**config.mk**
```make
export PLATFORM = sky130hd
export DESIGN_NAME = rtp_header_parser
export DESIGN_NICKNAME = d
export VERILOG_FILES = /design/src/rtl/rtp_pkg.sv /design/src/rtl/rtp_header_parser.sv /design/src/rtl/rtp_fifo.sv /design/src/rtl/rtp_front.sv /design/src/rtl/rtp_back.sv
export VERILOG_INCLUDE_DIRS = /design/src /design/src/rtl
export SDC_FILE = /design/constraint.sdc
export NUM_CORES = 1
export LEC_CHECK = 0
export BUFFER_PORTS_ARGS = -buffer_cell sky130_fd_sc_hd__buf_4
export CAP_MARGIN = 20
export CORE_ASPECT_RATIO = 2
export CORE_MARGIN = 1.5
export CORE_UTILIZATION = 56
export DETAILED_ROUTE_END_ITERATION = 12
export PLACE_DENSITY = 0.76
export SYNTH_ARGS = -nofsm -noshare
export SYNTH_HDL_FRONTEND = slang
export SYNTH_HIERARCHICAL = 1
export SYNTH_SLANG_ARGS = --single-unit
```
**constraint.sdc**
```tcl
create_clock -name aclk -period 8.3 [get_ports aclk]
set_input_delay 0.415 -clock aclk [delete_from_list [all_inputs] [get_ports aclk]]
set_output_delay 0.415 -clock aclk [all_outputs]
set_load 0.03 [all_outputs]
```
**src/rtl/rtp_header_parser_macros.svh**
```systemverilog
// Assertion helpers shared by the parser RTL.
// Each use expands to one labeled concurrent assertion clocked on aclk,
// disabled while aresetn is low.
`ifndef RTP_HEADER_PARSER_MACROS_SVH
`define RTP_HEADER_PARSER_MACROS_SVH

// Consequent must hold in the same cycle as the antecedent.
`define RTP_ASSERT_HOLDS(lbl, ante, cons, msg) \
    lbl: assert property (@(posedge aclk) disable iff (!aresetn) (ante) |-> (cons)) \
        else $error(msg);

// Consequent must hold in the cycle after the antecedent.
`define RTP_ASSERT_NEXT(lbl, ante, cons, msg) \
    lbl: assert property (@(posedge aclk) disable iff (!aresetn) (ante) |=> (cons)) \
        else $error(msg);

`endif

```
**src/rtl/rtp_pkg.sv**
```systemverilog
`timescale 1ns / 1ps

package rtp_pkg;

    localparam logic [2:0] KIND_HEADER  = 3'd0;
    localparam logic [2:0] KIND_CSRC    = 3'd1;
    localparam logic [2:0] KIND_EXT_HDR = 3'd2;
    localparam logic [2:0] KIND_EXT_WORD = 3'd3;
    localparam logic [2:0] KIND_PAYLOAD = 3'd4;
    localparam logic [2:0] KIND_END     = 3'd5;

    localparam logic [1:0] STATUS_OK        = 2'd0;
    localparam logic [1:0] STATUS_SHORT     = 2'd1;
    localparam logic [1:0] STATUS_BAD_PAD   = 2'd2;
    localparam logic [1:0] STATUS_TOO_LONG  = 2'd3;

    localparam int HDR_BYTES  = 12;
    localparam int HDR_HIGH_BYTES = 8;

    // queue between parser front and output back
    localparam int FIFO_DEPTH = 4;
    localparam int FIFO_PTR_W = $clog2(FIFO_DEPTH);
    localparam int FIFO_CNT_W = $clog2(FIFO_DEPTH + 1);

    typedef struct packed {
        logic [2:0]  kind;
        logic [1:0]  version;
        logic        has_padding;
        logic        has_extension;
        logic [3:0]  csrc_count;
        logic        marker;
        logic [6:0]  payload_type;
        logic [15:0] sequence_number;
        logic [31:0] time_stamp;
        logic [31:0] sync_source;
        logic [31:0] word_value;
        logic [1:0]  status;
    } rtp_result_t;

    // one queue entry: the result a byte produced, plus the end record on the last byte
    typedef struct packed {
        logic        prim_valid;
        rtp_result_t prim;
        logic        end_valid;
        logic [31:0] end_word;
        logic [1:0]  end_status;
    } rtp_entry_t;

endpackage

```
**src/rtl/rtp_header_parser.sv**
```systemverilog
`timescale 1ns / 1ps
// Channel  Direction  Payload                                          Handshake
// s_       in         data_byte[7:0], last_byte                        s_valid / s_ready
// m_       out        kind, header fields, word_value, status          m_valid / m_ready
//
// One byte is taken per cycle while s_ready is high and is parsed in the cycle it is taken.
// Results leave through a registered output, one per cycle while m_ready is high;
// a final byte with a primary result yields two and holds its queue slot until both leave.
// A 4-entry queue sits between parser and output stage; s_ready drops only when it is full.
// Reset (aresetn low at a clock edge) clears the parser state, the queue and m_valid.

module rtp_header_parser #(
    parameter int LENGTH_BITS = 16
) (
    input  logic        aclk,
    input  logic        aresetn,

    input  logic [7:0]  s_data_byte,
    input  logic        s_last_byte,
    input  logic        s_valid,
    output logic        s_ready,

    output logic [2:0]  m_kind,
    output logic [1:0]  m_version,
    output logic        m_has_padding,
    output logic        m_has_extension,
    output logic [3:0]  m_csrc_count,
    output logic        m_marker,
    output logic [6:0]  m_payload_type,
    output logic [15:0] m_sequence_number,
    output logic [31:0] m_time_stamp,
    output logic [31:0] m_sync_source,
    output logic [31:0] m_word_value,
    output logic [1:0]  m_status,
    output logic        m_valid,
    input  logic        m_ready
);

    rtp_pkg::rtp_entry_t  push_entry;
    rtp_pkg::rtp_entry_t  head_entry;
    rtp_pkg::rtp_result_t result;
    logic                 push;
    logic                 pop;
    logic                 full;
    logic                 empty;

    rtp_front #(
        .LENGTH_BITS (LENGTH_BITS)
    ) u_front (
        .aclk        (aclk),
        .aresetn     (aresetn),
        .s_data_byte (s_data_byte),
        .s_last_byte (s_last_byte),
        .s_valid     (s_valid),
        .s_ready     (s_ready),
        .full_i      (full),
        .push_o      (push),
        .entry_o     (push_entry)
    );

    rtp_fifo u_fifo (
        .aclk    (aclk),
        .aresetn (aresetn),
        .push    (push),
        .din     (push_entry),
        .pop     (pop),
        .dout    (head_entry),
        .full    (full),
        .empty   (empty)
    );

    rtp_back u_back (
        .aclk     (aclk),
        .aresetn  (aresetn),
        .head     (head_entry),
        .empty_i  (empty),
        .pop_o    (pop),
        .m_result (result),
        .m_valid  (m_valid),
        .m_ready  (m_ready)
    );

    assign m_kind            = result.kind;
    assign m_version         = result.version;
    assign m_has_padding     = result.has_padding;
    assign m_has_extension   = result.has_extension;
    assign m_csrc_count      = result.csrc_count;
    assign m_marker          = result.marker;
    assign m_payload_type    = result.payload_type;
    assign m_sequence_number = result.sequence_number;
    assign m_time_stamp      = result.time_stamp;
    assign m_sync_source     = result.sync_source;
    assign m_word_value      = result.word_value;
    assign m_status          = result.status;

endmodule

```
**src/rtl/rtp_fifo.sv**
```systemverilog
`timescale 1ns / 1ps
`include "rtp_header_parser_macros.svh"

module rtp_fifo (
    input  logic               aclk,
    input  logic               aresetn,
    input  logic               push,
    input  rtp_pkg::rtp_entry_t din,
    input  logic               pop,
    output rtp_pkg::rtp_entry_t dout,
    output logic               full,
    output logic               empty
);

    rtp_pkg::rtp_entry_t mem [rtp_pkg::FIFO_DEPTH];

    logic [rtp_pkg::FIFO_PTR_W-1:0] wr_ptr_reg, wr_ptr_next;
    logic [rtp_pkg::FIFO_PTR_W-1:0] rd_ptr_reg, rd_ptr_next;
    logic [rtp_pkg::FIFO_CNT_W-1:0] count_reg, count_next;

    assign full  = (count_reg == rtp_pkg::FIFO_CNT_W'(rtp_pkg::FIFO_DEPTH));
    assign empty = (count_reg == '0);
    assign dout  = mem[rd_ptr_reg];

    always_comb begin
        wr_ptr_next = wr_ptr_reg;
        rd_ptr_next = rd_ptr_reg;
        count_next  = count_reg;
        if (push) begin
            wr_ptr_next = wr_ptr_reg + 1'b1;
        end
        if (pop) begin
            rd_ptr_next = rd_ptr_reg + 1'b1;
        end
        if (push && !pop) begin
            count_next = count_reg + 1'b1;
        end else if (!push && pop) begin
            count_next = count_reg - 1'b1;
        end
    end

    always_ff @(posedge aclk) begin
        if (push) begin
            mem[wr_ptr_reg] <= din;
        end
    end

    always_ff @(posedge aclk) begin
        if (!aresetn) begin
            wr_ptr_reg <= '0;
            rd_ptr_reg <= '0;
            count_reg  <= '0;
        end else begin
            wr_ptr_reg <= wr_ptr_next;
            rd_ptr_reg <= rd_ptr_next;
            count_reg  <= count_next;
        end
    end

    `RTP_ASSERT_HOLDS(a_fifo_no_overflow, full, !push, "push into full queue")
    `RTP_ASSERT_HOLDS(a_fifo_no_underflow, empty, !pop, "pop from empty queue")
    `RTP_ASSERT_NEXT(a_fifo_count_up, push && !pop,
        count_reg == $past(count_reg) + 1'b1, "queue count did not advance")

endmodule

```
**src/rtl/rtp_front.sv**
```systemverilog
`timescale 1ns / 1ps

module rtp_front #(
    parameter int LENGTH_BITS = 16
) (
    input  logic               aclk,
    input  logic               aresetn,
    input  logic [7:0]         s_data_byte,
    input  logic               s_last_byte,
    input  logic               s_valid,
    output logic               s_ready,
    input  logic               full_i,
    output logic               push_o,
    output rtp_pkg::rtp_entry_t entry_o
);

    typedef enum logic [4:0] {
        PH_HEADER  = 5'b00001,
        PH_CSRC    = 5'b00010,
        PH_EXTHDR  = 5'b00100,
        PH_EXTDATA = 5'b01000,
        PH_PAYLOAD = 5'b10000
    } rtp_phase_t;

    localparam logic [LENGTH_BITS-1:0] LEN_MAX      = '1;
    localparam logic [LENGTH_BITS-1:0] IDX_HIGH_END = LENGTH_BITS'(rtp_pkg::HDR_HIGH_BYTES);
    localparam logic [LENGTH_BITS-1:0] IDX_HDR_END  = LENGTH_BITS'(rtp_pkg::HDR_BYTES);

    rtp_phase_t              phase_reg, phase_next;
    logic [LENGTH_BITS-1:0]  idx_reg, idx_next;
    logic [63:0]             hh_reg, hh_next;
    logic [31:0]             hl_reg, hl_next;
    logic [3:0]              csrc_reg, csrc_next;
    logic [15:0]             ext_reg, ext_next;
    logic [23:0]             gather_reg, gather_next;
    logic [1:0]              biw_reg, biw_next;
    logic [LENGTH_BITS-1:0]  pc_reg, pc_next;
    logic                    err_reg, err_next;
    logic                    pad_reg, pad_next;

    logic                    accept;
    logic [31:0]             word;
    logic [7:0]              b0;
    logic [7:0]              b1;
    logic [31:0]             pc_wide;
    logic [15:0]             plen;
    logic [7:0]              pad_count;
    logic [1:0]              status;
    rtp_pkg::rtp_result_t    prim;
    logic                    prim_v;

    assign s_ready = !full_i;
    assign accept  = s_valid && s_ready;
    assign word    = {gather_reg, s_data_byte};
    assign b0      = hh_reg[63:56];
    assign b1      = hh_reg[55:48];

    always_comb begin
        phase_next  = phase_reg;
        idx_next    = idx_reg;
        hh_next     = hh_reg;
        hl_next     = hl_reg;
        csrc_next   = csrc_reg;
        ext_next    = ext_reg;
        gather_next = gather_reg;
        biw_next    = biw_reg;
        pc_next     = pc_reg;
        err_next    = err_reg;
        pad_next    = pad_reg;
        prim        = '0;
        prim_v      = 1'b0;

        // byte count saturates; a byte past the limit makes the packet too long
        if (idx_reg == LEN_MAX) begin
            err_next = 1'b1;
        end else begin
            idx_next = idx_reg + 1'b1;
        end

        unique case (phase_reg)
            PH_HEADER: begin
                if (idx_next <= IDX_HIGH_END) begin
                    hh_next = {hh_reg[55:0], s_data_byte};
                end else begin
                    hl_next = {hl_reg[23:0], s_data_byte};
                end
                if (idx_next == IDX_HDR_END) begin
                    prim_v               = 1'b1;
                    prim.kind            = rtp_pkg::KIND_HEADER;
                    prim.version         = b0[7:6];
                    prim.has_padding     = b0[5];
                    prim.has_extension   = b0[4];
                    prim.csrc_count      = b0[3:0];
                    prim.marker          = b1[7];
                    prim.payload_type    = b1[6:0];
                    prim.sequence_number = hh_reg[47:32];
                    prim.time_stamp      = hh_reg[31:0];
                    prim.sync_source     = {hl_reg[23:0], s_data_byte};
                    pad_next             = b0[5];
                    csrc_next            = b0[3:0];
                    if (b0[3:0] != 4'd0) begin
                        phase_next = PH_CSRC;
                    end else if (b0[4]) begin
                        phase_next = PH_EXTHDR;
                    end else begin
                        phase_next = PH_PAYLOAD;
                    end
                end
            end
            PH_CSRC, PH_EXTHDR, PH_EXTDATA: begin
                gather_next = word[23:0];
                biw_next    = biw_reg + 1'b1;
                if (biw_reg == 2'd3) begin
                    prim_v          = 1'b1;
                    prim.word_value = word;
                    gather_next     = '0;
                    if (phase_reg == PH_CSRC) begin
                        prim.kind = rtp_pkg::KIND_CSRC;
                        csrc_next = csrc_reg - 1'b1;
                        if (csrc_reg == 4'd1) begin
                            phase_next = b0[4] ? PH_EXTHDR : PH_PAYLOAD;
                        end
                    end else if (phase_reg == PH_EXTHDR) begin
                        prim.kind  = rtp_pkg::KIND_EXT_HDR;
                        ext_next   = word[15:0];
                        phase_next = (word[15:0] != 16'd0) ? PH_EXTDATA : PH_PAYLOAD;
                    end else begin
                        prim.kind = rtp_pkg::KIND_EXT_WORD;
                        ext_next  = ext_reg - 1'b1;
                        if (ext_reg == 16'd1) begin
                            phase_next = PH_PAYLOAD;
                        end
                    end
                end
            end
            PH_PAYLOAD: begin
                prim_v          = 1'b1;
                prim.kind       = rtp_pkg::KIND_PAYLOAD;
                prim.word_value = {24'd0, s_data_byte};
                if (pc_reg != LEN_MAX) begin
                    pc_next = pc_reg + 1'b1;
                end
            end
            default: begin
                phase_next = PH_HEADER;
            end
        endcase

        // end record, from the state as it stands after this byte
        pc_wide   = 32'(pc_next);
        plen      = (pc_wide > 32'h0000_FFFF) ? 16'hFFFF : pc_wide[15:0];
        pad_count = 8'd0;
        if (err_next) begin
            status = rtp_pkg::STATUS_TOO_LONG;
        end else if (phase_next != PH_PAYLOAD) begin
            status = rtp_pkg::STATUS_SHORT;
        end else if (pad_next && (pc_next != '0)) begin
            if ((s_data_byte == 8'd0) || (LENGTH_BITS'(s_data_byte) > pc_next)) begin
                status = rtp_pkg::STATUS_BAD_PAD;
            end else begin
                status    = rtp_pkg::STATUS_OK;
                pad_count = s_data_byte;
            end
        end else begin
            status = rtp_pkg::STATUS_OK;
        end

        if (s_last_byte) begin
            phase_next  = PH_HEADER;
            idx_next    = '0;
            hh_next     = '0;
            hl_next     = '0;
            csrc_next   = '0;
            ext_next    = '0;
            gather_next = '0;
            biw_next    = '0;
            pc_next     = '0;
            err_next    = 1'b0;
            pad_next    = 1'b0;
        end
    end

    assign push_o              = accept && (prim_v || s_last_byte);
    assign entry_o.prim_valid  = prim_v;
    assign entry_o.prim        = prim;
    assign entry_o.end_valid   = s_last_byte;
    assign entry_o.end_word    = {8'd0, pad_count, plen};
    assign entry_o.end_status  = status;

    always_ff @(posedge aclk) begin
        if (!aresetn) begin
            phase_reg  <= PH_HEADER;
            idx_reg    <= '0;
            hh_reg     <= '0;
            hl_reg     <= '0;
            csrc_reg   <= '0;
            ext_reg    <= '0;
            gather_reg <= '0;
            biw_reg    <= '0;
            pc_reg     <= '0;
            err_reg    <= 1'b0;
            pad_reg    <= 1'b0;
        end else if (accept) begin
            phase_reg  <= phase_next;
            idx_reg    <= idx_next;
            hh_reg     <= hh_next;
            hl_reg     <= hl_next;
            csrc_reg   <= csrc_next;
            ext_reg    <= ext_next;
            gather_reg <= gather_next;
            biw_reg    <= biw_next;
            pc_reg     <= pc_next;
            err_reg    <= err_next;
            pad_reg    <= pad_next;
        end
    end

endmodule

```
**src/rtl/rtp_back.sv**
```systemverilog
`timescale 1ns / 1ps
`include "rtp_header_parser_macros.svh"

module rtp_back (
    input  logic                 aclk,
    input  logic                 aresetn,
    input  rtp_pkg::rtp_entry_t  head,
    input  logic                 empty_i,
    output logic                 pop_o,
    output rtp_pkg::rtp_result_t m_result,
    output logic                 m_valid,
    input  logic                 m_ready
);

    rtp_pkg::rtp_result_t out_reg, out_next;
    logic                 m_valid_reg, m_valid_next;
    logic                 prim_done_reg, prim_done_next;

    logic                 load;
    logic                 take;
    logic                 sel_prim;
    rtp_pkg::rtp_result_t end_res;

    assign load     = !m_valid_reg || m_ready;
    assign take     = load && !empty_i;
    // an entry goes out as its primary result first, then its end record
    assign sel_prim = head.prim_valid && !prim_done_reg;
    assign pop_o    = take && (!sel_prim || !head.end_valid);

    always_comb begin
        end_res            = '0;
        end_res.kind       = rtp_pkg::KIND_END;
        end_res.word_value = head.end_word;
        end_res.status     = head.end_status;

        out_next       = out_reg;
        m_valid_next   = m_valid_reg;
        prim_done_next = prim_done_reg;
        if (load) begin
            m_valid_next = !empty_i;
        end
        if (take) begin
            out_next       = sel_prim ? head.prim : end_res;
            prim_done_next = !pop_o;
        end
    end

    always_ff @(posedge aclk) begin
        out_reg <= out_next;
    end

    always_ff @(posedge aclk) begin
        if (!aresetn) begin
            m_valid_reg   <= 1'b0;
            prim_done_reg <= 1'b0;
        end else begin
            m_valid_reg   <= m_valid_next;
            prim_done_reg <= prim_done_next;
        end
    end

    assign m_result = out_reg;
    assign m_valid  = m_valid_reg;

    `RTP_ASSERT_HOLDS(a_back_entry_nonempty, !empty_i, head.prim_valid || head.end_valid,
        "queue entry carries no result")
    `RTP_ASSERT_HOLDS(a_back_split_pending, prim_done_reg, !empty_i && head.end_valid,
        "end record lost after primary result")
    `RTP_ASSERT_NEXT(a_back_hold_output, m_valid_reg && !m_ready,
        m_valid_reg && (out_reg == $past(out_reg)), "output changed while stalled")

endmodule

```
# Yosys cells after proc, flatten, opt, wreduce, memory -nomap -nowiden
# Memories as Yosys holds them, arrays and structs flattened. A register that Yosys moved wholly into a read port is not among the register bits.
# Index checks and enable logic that the tools add are counted.
# word_totals
latch_bits	0
inputBits	13
ram_bits	636
regBits	315
elab_cells	163
output_inout_bits	135
romBits	0
memories	1
# mem_list
memory	words	width	rd	rd_clocked_by_memory_dff	wr	line_no	text
u_fifo.mem	4	159	1	1	1	rtp_fifo.sv:15	rtp_pkg::rtp_entry_t mem [rtp_pkg::FIFO_DEPTH];
# op_classes
muxes	68
reduce_logical	37
add_sub_neg	9
eq_ne	18
bitwise_logic	0
n_div	0
magnitude_cmp	2
n_mul	0
shifts	0
# ops
op	n
2-to-1 mux 64 bit	3
2-to-1 mux 96 bit	2
2-to-1 mux 16 bit	10
2-to-1 mux 24 bit	6
case mux 32 bit (2 select lines)	1
2-to-1 mux 5 bit	10
2-to-1 mux 34 bit	1
adder 16 x 1 -> 16 bit (second input constant)	2
2-to-1 mux 32 bit	1
2-to-1 mux 8 bit	4
nonzero test 16 bit	2
== test 16 x 1 -> 1 bit (second input constant)	1
== test 16 bit (second input constant)	1
== test 16 x 4 -> 1 bit (second input constant)	1
greater-than comparator 8 x 16 -> 1 bit	1
<= comparator 16 x 4 -> 1 bit (second input constant)	1
2-to-1 mux 2 bit	8
2-to-1 mux 4 bit	4
!= test 16 bit (second input constant)	1
subtractor 16 x 1 -> 16 bit (second input constant)	1
case mux 5 bit (3 select lines)	1
2-to-1 mux 3 bit	4
2-to-1 mux 1 bit	10
nonzero test 2 bit	5
other kinds (30)	53

# Longest topological paths before layout
# Gate-level depths: netlist of the first run.
# depth
word_depth	11
mapped_depth	15
depth_no_buf	15

# By module
# Netlist of the first run, hierarchy kept.
# by_module_without_submodules
mod	cells_per_inst	instances	area_each_um2
rtp_fifo	926	1	24821.3
rtp_front	1104	1	9470.3
rtp_back	291	1	5351.4

# Least setup slack after synthesis of the first run
# Ideal clock, no wire load.
# synth_path
kind	register -> register
from	reg u_back.m_valid_reg, in the netlist u_back/m_valid
to	reg u_fifo/count_reg[2] (netlist bit)
path_slack_ns	0.183
arrival_time_ns	8.041
period_less_slack_ns	8.117
required_time_ns	8.224
path_stages_with_launch	11
setup_time_ns	0.076
path_cell_list	dfxtp_1 -> nand2b_1 -> nor2b_1 -> a21boi_0 -> inv_1 -> ha_1 -> inv_1 -> fa_1 -> xor2_1 -> or3_1 -> a21boi_0
# synth_via
elab_chain_cells	7
elab_cells_between_ends	9
classes_between	mux: 1; reduce/logical: 8
# synth_lines
item	line_no	text
start, declared	rtp_back.sv:16	logic m_valid_reg, m_valid_next;
start signal, assigned	rtp_back.sv:57	m_valid_reg <= m_valid_next;
zero test 1 bit (*)	rtp_back.sv:24	assign load = !m_valid_reg || m_ready;
logical OR 1 bit (*)	rtp_back.sv:24	
logical AND 1 bit (*)	rtp_back.sv:25	assign take = load && !empty_i;
via u_back.take	rtp_back.sv:20	logic take;
logical AND 1 bit (*)	rtp_back.sv:28	assign pop_o = take && (!sel_prim || !head.end_valid);
via pop	rtp_header_parser.sv:43	logic pop;
zero test 1 bit	rtp_fifo.sv:35	if (push && !pop) begin
logical AND 1 bit	rtp_fifo.sv:35	
2-to-1 mux 3 bit or nonzero test 2 bit (tied branches)	n/a	
end signal, assigned	rtp_fifo.sv:56	count_reg <= count_next;
end, declared	rtp_fifo.sv:19	logic [rtp_pkg::FIFO_CNT_W-1:0] count_reg, count_next;
# Mark *: on every way through the listed nets, which the timed path passes. The rest lies on a longest branch.
# A chain may end at the register's enable or synchronous reset.

==> results.sh, run 1 <==
export IMPL_dp_hpwl_um=50400
export IMPL_max_freq_mhz=188
export IMPL_drv_cap=0
export IMPL_worst_pin_slew_ps=1060
export IMPL_fin_crit_ps=5320
export IMPL_synthXorXnorAreaFrac_pct=0.574
export IMPL_grt_pass1_vias=21702
export IMPL_synth_edff_count=809
export IMPL_clockBufferDepth=3
export IMPL_fill_cells=4881
export IMPL_cpLargestDelayFamily="simple AND/OR/NAND/NOR gates"
export IMPL_antenna_found_initial=2
export IMPL_finalHoldViolCount=0
export IMPL_hold_path_class="in -> reg"
export IMPL_post_dp_cell_area_mm2=0.0413
export IMPL_yosys_warnings=6
export IMPL_largest_register_ffs=676
export IMPL_hold_depth=2
export IMPL_reg2reg_slack_ps=2980
export IMPL_grt_first_pass_wirelength_um=128000
export IMPL_die_area_mm2=0.0725
export IMPL_yosys_area_share_simple_pct=8.63
export IMPL_clockRootBuffer="clkbuf_16"
export IMPL_die_x_um=191
export IMPL_synth_adder_area_share_pct=0.682
export IMPL_cts_resized=0
export IMPL_power_density_mw_per_mm2=299
export IMPL_setup_viol=0
export IMPL_synth_area_mux_share_pct=11.3
export IMPL_first_iter_violations=1788
export IMPL_slew_headroom_pct=29.3
export IMPL_drc=0
export IMPL_path_buf_inv=1
export IMPL_layoutNonFillerInstCount=3410
export IMPL_peakVddDrop_v=0.000316
export IMPL_route_vias_total=20731
export IMPL_synth_seq_cells=993
export IMPL_cts_sinks=993
export IMPL_netlist_instances=2321
export IMPL_cts_buffers=82
export IMPL_vias_per_cell=6.08
export IMPL_worstRegToRegCells=10
export IMPL_synth_area_mm2=0.0396
export IMPL_tns_ps=0
export IMPL_hold_end="u_front/gather_reg[6]"
export IMPL_clkLatencyLatePin_ps=670
export IMPL_arrival_ps=5600
export IMPL_syn_avg_cell_area_um2=17.1
export IMPL_cts_max_level=3
export IMPL_multi_input_area_mm2=0.0107
export IMPL_status="completed"
export IMPL_grt_max_degree=140
export IMPL_grtUsageTotal_pct=23.8
export IMPL_path_clk_slew_ps=70
export IMPL_seq_area_frac_synth_pct=70.6
export IMPL_coreArea_mm2=0.0699
export IMPL_rows=137
export IMPL_wire_per_inst_um=24.6
export IMPL_io_buffers=147
export IMPL_drive_gt1_share_pct=22.7
export IMPL_initial_core_util_pct=56.7
export IMPL_path_cells="ha_1 -> nand4_1 -> nor4_1 -> mux2_2 -> nor4b_2 -> nand4_1 -> nand3_1 -> o21a_1 -> and2_4 -> buf_12"
export IMPL_ys_types=86
export IMPL_overflow=0
export IMPL_ys_flop_type="edfxtp_1"
export IMPL_fin_crit_sh_pct=64.0
export IMPL_synth_compound_area_share_pct=5.69
export IMPL_clock_skew_final_ps=47.5
export IMPL_cts_tree="done"
export IMPL_cellLeakagePower_nw=15.3
export IMPL_setup_worst_path_class="reg -> reg"
export IMPL_die_y_um=379
export IMPL_async_flop_share_pct=0
export IMPL_seq_area_mm2=0.0280
export IMPL_place_gp_congestion=0.885
export IMPL_design_area_mm2=0.0441
export IMPL_drv_slew=0
export IMPL_nets=2471
export IMPL_cts_hold_buf=0
export IMPL_crit_path_top_delay_cell="and2_4"
export IMPL_reg2reg_to="u_fifo/mem[0][146]"
export IMPL_ioPinCount=148
export IMPL_endpoint_kind="flip-flop"
export IMPL_dr_pass1_iters=7
export IMPL_postRouteAntennaNets=0
export IMPL_power_mw=13.2
export IMPL_post_cts_buffers=0
export IMPL_area_growth_synth_to_final_pct=11.2
export IMPL_crit_path_max_fanout=120
export IMPL_hold_start="aresetn"
export IMPL_totalWireLength_um=83800
export IMPL_grt_setup_unrepaired="false"
export IMPL_cpPeakStageDelay_ps=760
export IMPL_required_ps=8580
export IMPL_crit_top_cell="nand4_1"
export IMPL_cp_start_kind="flip-flop"
export IMPL_placedCellCount=3255
export IMPL_synth_top_family_by_area="multiplexers"
export IMPL_rr_startpoint="u_front/idx_reg[0]"
## worst register-to-register path, stage by stage, from the launching register on
cell and delay [ps]:
dfxtp_1 480, ha_1 420, nand4_1 430, nor4_1 420, mux2_2 400, nor4b_2 330, nand4_1 290, nand3_1 250
o21a_1 310, and2_4 760, buf_12 660
## logic make-up after synthesis
family                   count (synthesis)
AO/OA/AOI/OAI                          304
buffers and inverters                  177
other                                    1
XOR/XNOR                                26
multiplexers                           218
AND/OR/NAND/NOR                        581
adder cells (fa/ha/maj)                 21
flip-flops                             993
## how the worst max path moves through the flow
stage                        from                   to  slack [ps]  cells after the start
3_3_place_gp   u_front/idx_reg[0]   u_fifo/mem[1][130]        3300                     10
6_report       u_front/idx_reg[0]   u_fifo/mem[0][146]        2980                     10
4_1_cts        u_front/idx_reg[0]   u_fifo/mem[1][145]        3070                     10
5_1_grt        u_front/idx_reg[0]   u_fifo/mem[0][146]        2790                     10
3_5_place_dp   u_front/idx_reg[0]   u_fifo/mem[0][136]        3130                     10
2_1_floorplan      u_back/m_valid  u_fifo/count_reg[2]         180                     10
## where the power goes
group          total, mW  switching, mW  internal [mW]
registers           6.26          0.235           6.03
clock network       3.89           1.78           2.12
logic               3.04           1.79           1.25
## cell usage after synthesis, types with 25 or more instances
cell	count	area share, %
and2_1	247	3.9
inv_1	25	0.24
mux2_4	34	1.3
nand2_1	76	0.72
nand3_1	45	0.57
a21boi_0	32	0.61
edfxtp_1	809	61
buf_6	31	0.88
clkbuf_1	56	0.53
nor2b_1	40	0.63
o21ai_0	46	0.58
mux4_2	169	9.6
buf_2	40	0.50
nor3_1	35	0.44
a22o_1	89	2.0
a21oi_1	41	0.52
dfxtp_1	184	9.3
nor2_1	46	0.44
## per-stage QoR
| stage | hold WS (ps) | setup slack [ps] | util [%] |
|---|---|---|---|
| floorplan | 434 | 183 | - |
| global placement | 450 | 3300 | 59.0 |
| detailed placement | 450 | 3130 | 59.0 |
| CTS | 94.6 | 3070 | 63.0 |
| global route | 112 | 2790 | 63.0 |
| finish | 126 | 2980 | 63.0 |
## layer usage
metal | track usage [%] | wire [um]
met1 | 27.6 | 31000
met2 | 43.4 | 45000
met3 | 3.58 | 4290
met4 | 10.6 | 3500
met5 | 0 | 12
## cell type report
type                       count  share of cell area, %
clock buffer                 105                   5.13
inverter                      27                  0.230
timing repair buffer         173                   3.13
multi-input combinational   1160                   24.3
sequential                   993                   63.5
clock inverter                48                   1.10
tap                          903                   2.56
antenna                        1                0.00568
## cells in the final DEF (no fill, tap or decap), drive strengths merged, types with 9 or more instances in the layout
master  synthesis  final
edfxtp        809    809
and2          248    248
dfxtp         184    184
buf            88    173
mux4          169    169
clkbuf         62    105
a22o           89     89
nand2          76     76
o21ai          49     49
nor2           48     48
nand3          47     47
a21oi          43     43
nor2b          41     41
mux2           38     38
nor3           36     36
clkinv          0     33
a21boi         32     32
inv            27     30
ha             20     20
a22oi          16     16
nor4           16     16
xnor2          14     14
nand4          14     14
xor2           12     12
mux2i          11     11
a211oi         10     10
conb            1     10
and3            9      9
nor3b           9      9
a31oi           9      9
(Power assumes the default switching activity.)
==> run 2, diff against run 1 <==
- CORE_UTILIZATION: 56 -> 60
- PLACE_DENSITY: 0.76 -> 0.78
- clock period: 8.3 -> 5.51 ns (I/O delays scaled with it)
==> results.sh, run 2 (synthesized netlist as in run 1, its figures left out) <==
export IMPL_antenna_found_initial=0
export IMPL_p_seq_share_pct=46.2
export IMPL_route_vias_total=20996
export IMPL_cellLeakagePower_nw=15.5
export IMPL_place_gp_congestion=0.891
export IMPL_path_clk_slew_ps=70
export IMPL_overflow=0
export IMPL_endpoint="u_fifo/count_reg[2]"
export IMPL_cp_start_kind="flip-flop"
export IMPL_placedCellCount=3235
export IMPL_grt_first_pass_wirelength_um=127000
export IMPL_clock_skew_final_ps=26.2
export IMPL_drv_cap=0
export IMPL_worstRegToRegCells=14
export IMPL_grt_pass1_vias=21914
export IMPL_final_cell_mix="edfxtp_1, and2_1, dfxtp_1, mux4_2, buf_4"
export IMPL_drive_gt1_share_pct=22.8
export IMPL_max_freq_mhz=213
export IMPL_reg2reg_to="u_fifo/count_reg[2]"
export IMPL_insertedDiodeCount=0
export IMPL_die_x_um=185
export IMPL_timing_critical_path_from="u_front/idx_reg[0]"
export IMPL_dr_wl_met2_um=44800
export IMPL_timing_hold_ws_ps=46.3
export IMPL_fin_crit_sh_pct=85.3
export IMPL_totalWireLength_um=82800
export IMPL_setup_worst_path_class="reg -> reg"
export IMPL_endpoint_kind="flip-flop"
export IMPL_peakVddDrop_v=0.000415
export IMPL_wirelength_met1_um=30100
export IMPL_cts_sinks=993
export IMPL_switchingPower_mw=5.72
export IMPL_drv_slew=0
export IMPL_layoutNonFillerInstCount=3390
export IMPL_cts_buffers=81
export IMPL_rr_startpoint="u_front/idx_reg[0]"
export IMPL_drc=0
export IMPL_grt_max_degree=135
export IMPL_cts_tree="done"
export IMPL_post_dp_cell_area_mm2=0.0414
export IMPL_hold_path_class="in -> reg"
export IMPL_required_ps=6080
export IMPL_dp_slack_ps=890
export IMPL_post_cts_buffers=0
export IMPL_initial_core_util_pct=60.5
export IMPL_arrival_ps=5270
export IMPL_grtUsageTotal_pct=25.2
export IMPL_fin_crit_ps=4700
export IMPL_coreArea_mm2=0.0656
export IMPL_power_density_mw_per_mm2=457
export IMPL_postRouteAntennaNets=0
export IMPL_largest_register_ffs=676
export IMPL_dr_pass1_iters=6
export IMPL_fill_cells=4269
export IMPL_ioPinCount=148
export IMPL_final_util_pct=67.6
export IMPL_die_area_mm2=0.0677
export IMPL_design_area_mm2=0.0443
export IMPL_p_comb_share_pct=23.2
export IMPL_grt_setup_unrepaired="false"
export IMPL_crit_path_max_fanout=11
export IMPL_netSwitchingFraction_pct=28.2
export IMPL_wl_met3_um=4550
export IMPL_clockRootBuffer="clkbuf_16"
export IMPL_setup_viol=0
export IMPL_die_y_um=367
export IMPL_cts_max_level=3
export IMPL_area_growth_synth_to_final_pct=11.8
export IMPL_final_common_cell="edfxtp_1"
export IMPL_vias_per_cell=6.19
export IMPL_status="completed"
export IMPL_clockPowerShare_pct=30.6
export IMPL_worst_pin_slew_ps=1100
export IMPL_reg2reg_slack_ps=810
export IMPL_clkLatencyLatePin_ps=660
export IMPL_dp_hpwl_um=49600
export IMPL_finalHoldViolCount=0
export IMPL_p_int_mw=14.5
export IMPL_cts_resized=0
export IMPL_hold_start="s_data_byte[3]"
export IMPL_rows=133
export IMPL_wire_per_inst_um=24.4
export IMPL_setup_slack_ps=809
export IMPL_clockBufferDepth=3
export IMPL_nets=2478
export IMPL_top_layer="met4"
export IMPL_io_buffers=147
export IMPL_slew_headroom_pct=26.9
export IMPL_first_iter_violations=1815
==> run 2: changes by cell type in the layout (fill, tap and decap cells not counted), moves of 4 or more <==
cell	previous run	this run
bufinv_16	5	12
buf_12	5	13
clkinv_2	18	10
clkbuf_8	6	10
clkinvlp_4	7	3
==> run 2: power groups by stage <==
stage | Sequential (mW) | Clock, mW | Combinational (mW)
detailed placement | 9.54 | 0 | 4.75
CTS | 9.38 | 6.30 | 4.78
global route | 9.44 | 6.57 | 4.97
floorplan | 10.6 | 0 | 2.27
global placement | 9.51 | 0 | 4.71
finish | 9.37 | 6.19 | 4.70
==> run 2: repair_timing <==
| item | 4_1_cts | 5_1_grt |
|---|---|---|
| hold buffers | 3 | 0 |
| endpoints found under the hold margin | 7 | 0 |
| setup endpoints to repair | 0 | 0 |
==> run 2: cell type report <==
class / instances / area, um^2 / share of cell area (%)
clock inverters: 44 / 591 / 1.33
well taps: 877 / 1100 / 2.47
inverters: 27 / 101 / 0.229
repair buffers: 181 / 1530 / 3.45
multi-input cells: 1160 / 10700 / 24.2
clock buffers: 108 / 2310 / 5.22
flip-flops and latches: 993 / 28000 / 63.1
==> run 2: worst max-delay path, stage by stage, from the launching register on <==
cell and delay [ps]:
dfxtp_1 470, ha_1 430, nand4_1 370, a211oi_1 640, o211a_1 240, o221a_2 290
nand4_1 240, nand3_1 250, o21a_1 290, ha_1 240, inv_1 70, fa_1 380
xor2_1 180, or3_1 320, a21boi_0 200
==> run 2: routing by layer <==
metal	global-route usage [%]	vias to the layer above
met5	0	-
met4	10.6	0
met3	3.93	229
met2	45.6	813
met1	29.5	10695
li1	-	9259
==> run 2: how the worst min path moves through the flow <==
| stage | end | slack, ps | cells after the start |
|---|---|---|---|
| final | u_front/gather_reg[3] | 50 | 3 |
| after global routing | u_front/hl_reg[0] | 40 | 2 |
| after CTS | u_front/gather_reg[6] | 5 | 3 |
| after detailed placement | u_front/gather_reg[16] | 450 | 2 |
| after global placement | u_front/err_reg | 450 | 2 |
| after floorplan | flip-flop | 400 | 1 |
==> run 2: stage by stage <==
step                      total power [mW]  setup TNS (ps)
after detailed placement              14.3               0
after floorplan                       12.8           -22.8
after global placement                14.2               0
after global routing                  21.0               0
final                                 20.3               0
after CTS                             20.5               0
==> run 3, diff against run 2 <==
- clock period: 5.51 -> 6.1 ns (I/O delays scaled with it)
==> results.sh, run 3 (synthesized netlist as in run 1, its figures left out) <==
export IMPL_status="completed"
export IMPL_hold_start="s_data_byte[4]"
export IMPL_worstRegToRegCells=10
export IMPL_grtUsageTotal_pct=24.8
export IMPL_fin_crit_ps=4860
export IMPL_postRouteAntennaNets=0
export IMPL_cts_max_level=3
export IMPL_drv_slew=0
export IMPL_design_area_mm2=0.0441
export IMPL_reg2reg_to="u_fifo/mem[2][45]"
export IMPL_top_layer="met5"
export IMPL_largest_register_ffs=676
export IMPL_dr_wl_met2_um=44000
export IMPL_cts_resized=0
export IMPL_clockBufferDepth=3
export IMPL_wl_met3_um=4550
export IMPL_max_freq_mhz=206
export IMPL_post_cts_buffers=0
export IMPL_tns_ps=0
export IMPL_initial_core_util_pct=60.5
export IMPL_cts_hold_buf=0
export IMPL_final_common_cell="edfxtp_1"
export IMPL_hold_path_class="in -> reg"
export IMPL_multi_input_area_mm2=0.0107
export IMPL_cts_sinks=993
export IMPL_worst_pin_slew_ps=1090
export IMPL_path_clk_slew_ps=70
export IMPL_grt_setup_unrepaired="false"
export IMPL_cp_start_kind="flip-flop"
export IMPL_cts_buffers=80
export IMPL_first_iter_violations=1706
export IMPL_setup_viol=0
export IMPL_grt_first_pass_wirelength_um=126000
export IMPL_hold_end="u_front/gather_reg[4]"
export IMPL_dp_hpwl_um=50300
export IMPL_antenna_found_initial=1
export IMPL_fill_cells=4362
export IMPL_die_y_um=367
export IMPL_vias_per_cell=6.18
export IMPL_drc=0
export IMPL_final_util_pct=67.3
export IMPL_area_growth_synth_to_final_pct=11.3
export IMPL_drv_cap=0
export IMPL_cts_tree="done"
export IMPL_ioPinCount=148
export IMPL_cellLeakagePower_nw=15.3
export IMPL_coreArea_mm2=0.0656
export IMPL_arrival_ps=5150
export IMPL_clock_skew_final_ps=32.6
export IMPL_power_density_mw_per_mm2=409
export IMPL_rows=133
export IMPL_power_mw=18.0
export IMPL_slew_headroom_pct=27.3
export IMPL_seq_area_mm2=0.0280
export IMPL_clockRootBuffer="clkbuf_16"
export IMPL_dr_pass1_iters=5
export IMPL_wire_per_inst_um=24.2
export IMPL_wirelength_met1_um=29700
export IMPL_io_buffers=147
export IMPL_required_ps=6390
export IMPL_place_gp_congestion=0.905
export IMPL_post_dp_cell_area_mm2=0.0414
export IMPL_route_vias_total=20911
export IMPL_overflow=0
export IMPL_totalWireLength_um=81800
export IMPL_peakVddDrop_v=0.000373
export IMPL_reg2reg_slack_ps=1240
export IMPL_die_area_mm2=0.0677
export IMPL_hold_depth=3
export IMPL_die_x_um=185
export IMPL_endpoint_kind="flip-flop"
export IMPL_grt_pass1_vias=21896
export IMPL_finalHoldViolCount=0
export IMPL_clkLatencyLatePin_ps=660
export IMPL_nets=2476
export IMPL_fin_crit_sh_pct=79.6
export IMPL_setup_worst_path_class="reg -> reg"
export IMPL_timing_hold_ws_ps=87.1
export IMPL_final_cell_mix="edfxtp_1, and2_1, dfxtp_1, buf_4, mux4_2"
export IMPL_crit_path_max_fanout=37
export IMPL_drive_gt1_share_pct=22.6
export IMPL_grt_max_degree=100
export IMPL_rr_startpoint="u_front/idx_reg[0]"
run 3: cell count changes in the layout (fill, tap and decap cells not counted), sizes merged, moves of 2 or more:
cell,before,now
clkinv,24,17
clkbuf,108,110
inv,32,35
bufinv,12,10
dlygate4sd3,3,0
buf,178,180
run 3: routing by layer:
| layer | vias up | global-route usage, % |
|---|---|---|
| met1 | 10655 | 29.5 |
| met3 | 186 | 3.34 |
| met5 | - | 0 |
| li1 | 9258 | - |
| met2 | 810 | 44.4 |
| met4 | 2 | 11.8 |
run 3: power breakdown:
group	internal [mW]	switching, mW
Clock	3.04	2.33
Sequential	8.20	0.304
Combinational	1.71	2.45
Total	13.0	5.09
run 3: worst max path at each step:
stage	from	to	slack, ps	depth (start not counted)
global placement	u_front/idx_reg[0]	u_fifo/mem[2][96]	1470	10
global route	u_front/idx_reg[0]	u_fifo/mem[2][45]	980	10
CTS	u_front/idx_reg[0]	u_fifo/mem[1][8]	1280	10
detailed placement	u_front/idx_reg[0]	u_fifo/mem[3][135]	1290	10
finish	u_front/idx_reg[0]	u_fifo/mem[2][45]	1240	10
floorplan	u_back/m_valid	u_fifo/count_reg[2]	570	10
run 3: per-stage QoR:
| step | setup slack, ps | cells |
|---|---|---|
| final | 1240 | 3385 |
| after detailed placement | 1290 | 3236 |
| after CTS | 1280 | 3383 |
| after global placement | 1470 | 3236 |
| after global routing | 984 | 3384 |
| after floorplan | 567 | 2330 |
run 3: final cells by class:
class	instances	share of cell area, %
diodes	1	0.00567
well taps	877	2.49
clock inverters	37	1.13
multi-input cells	1160	24.3
inverters	27	0.230
flip-flops and latches	993	63.4
clock buffers	110	5.09
repair buffers	180	3.31
run 3: critical path, cell delays in order (launching register included):
cell and delay [ps]:
dfxtp_1 490, ha_1 420, nand4_1 370, nor4_1 420, mux2_2 400, nor4b_2 420
nand4_1 310, nand3_1 280, o21a_1 300, and2_4 610, buf_4 460
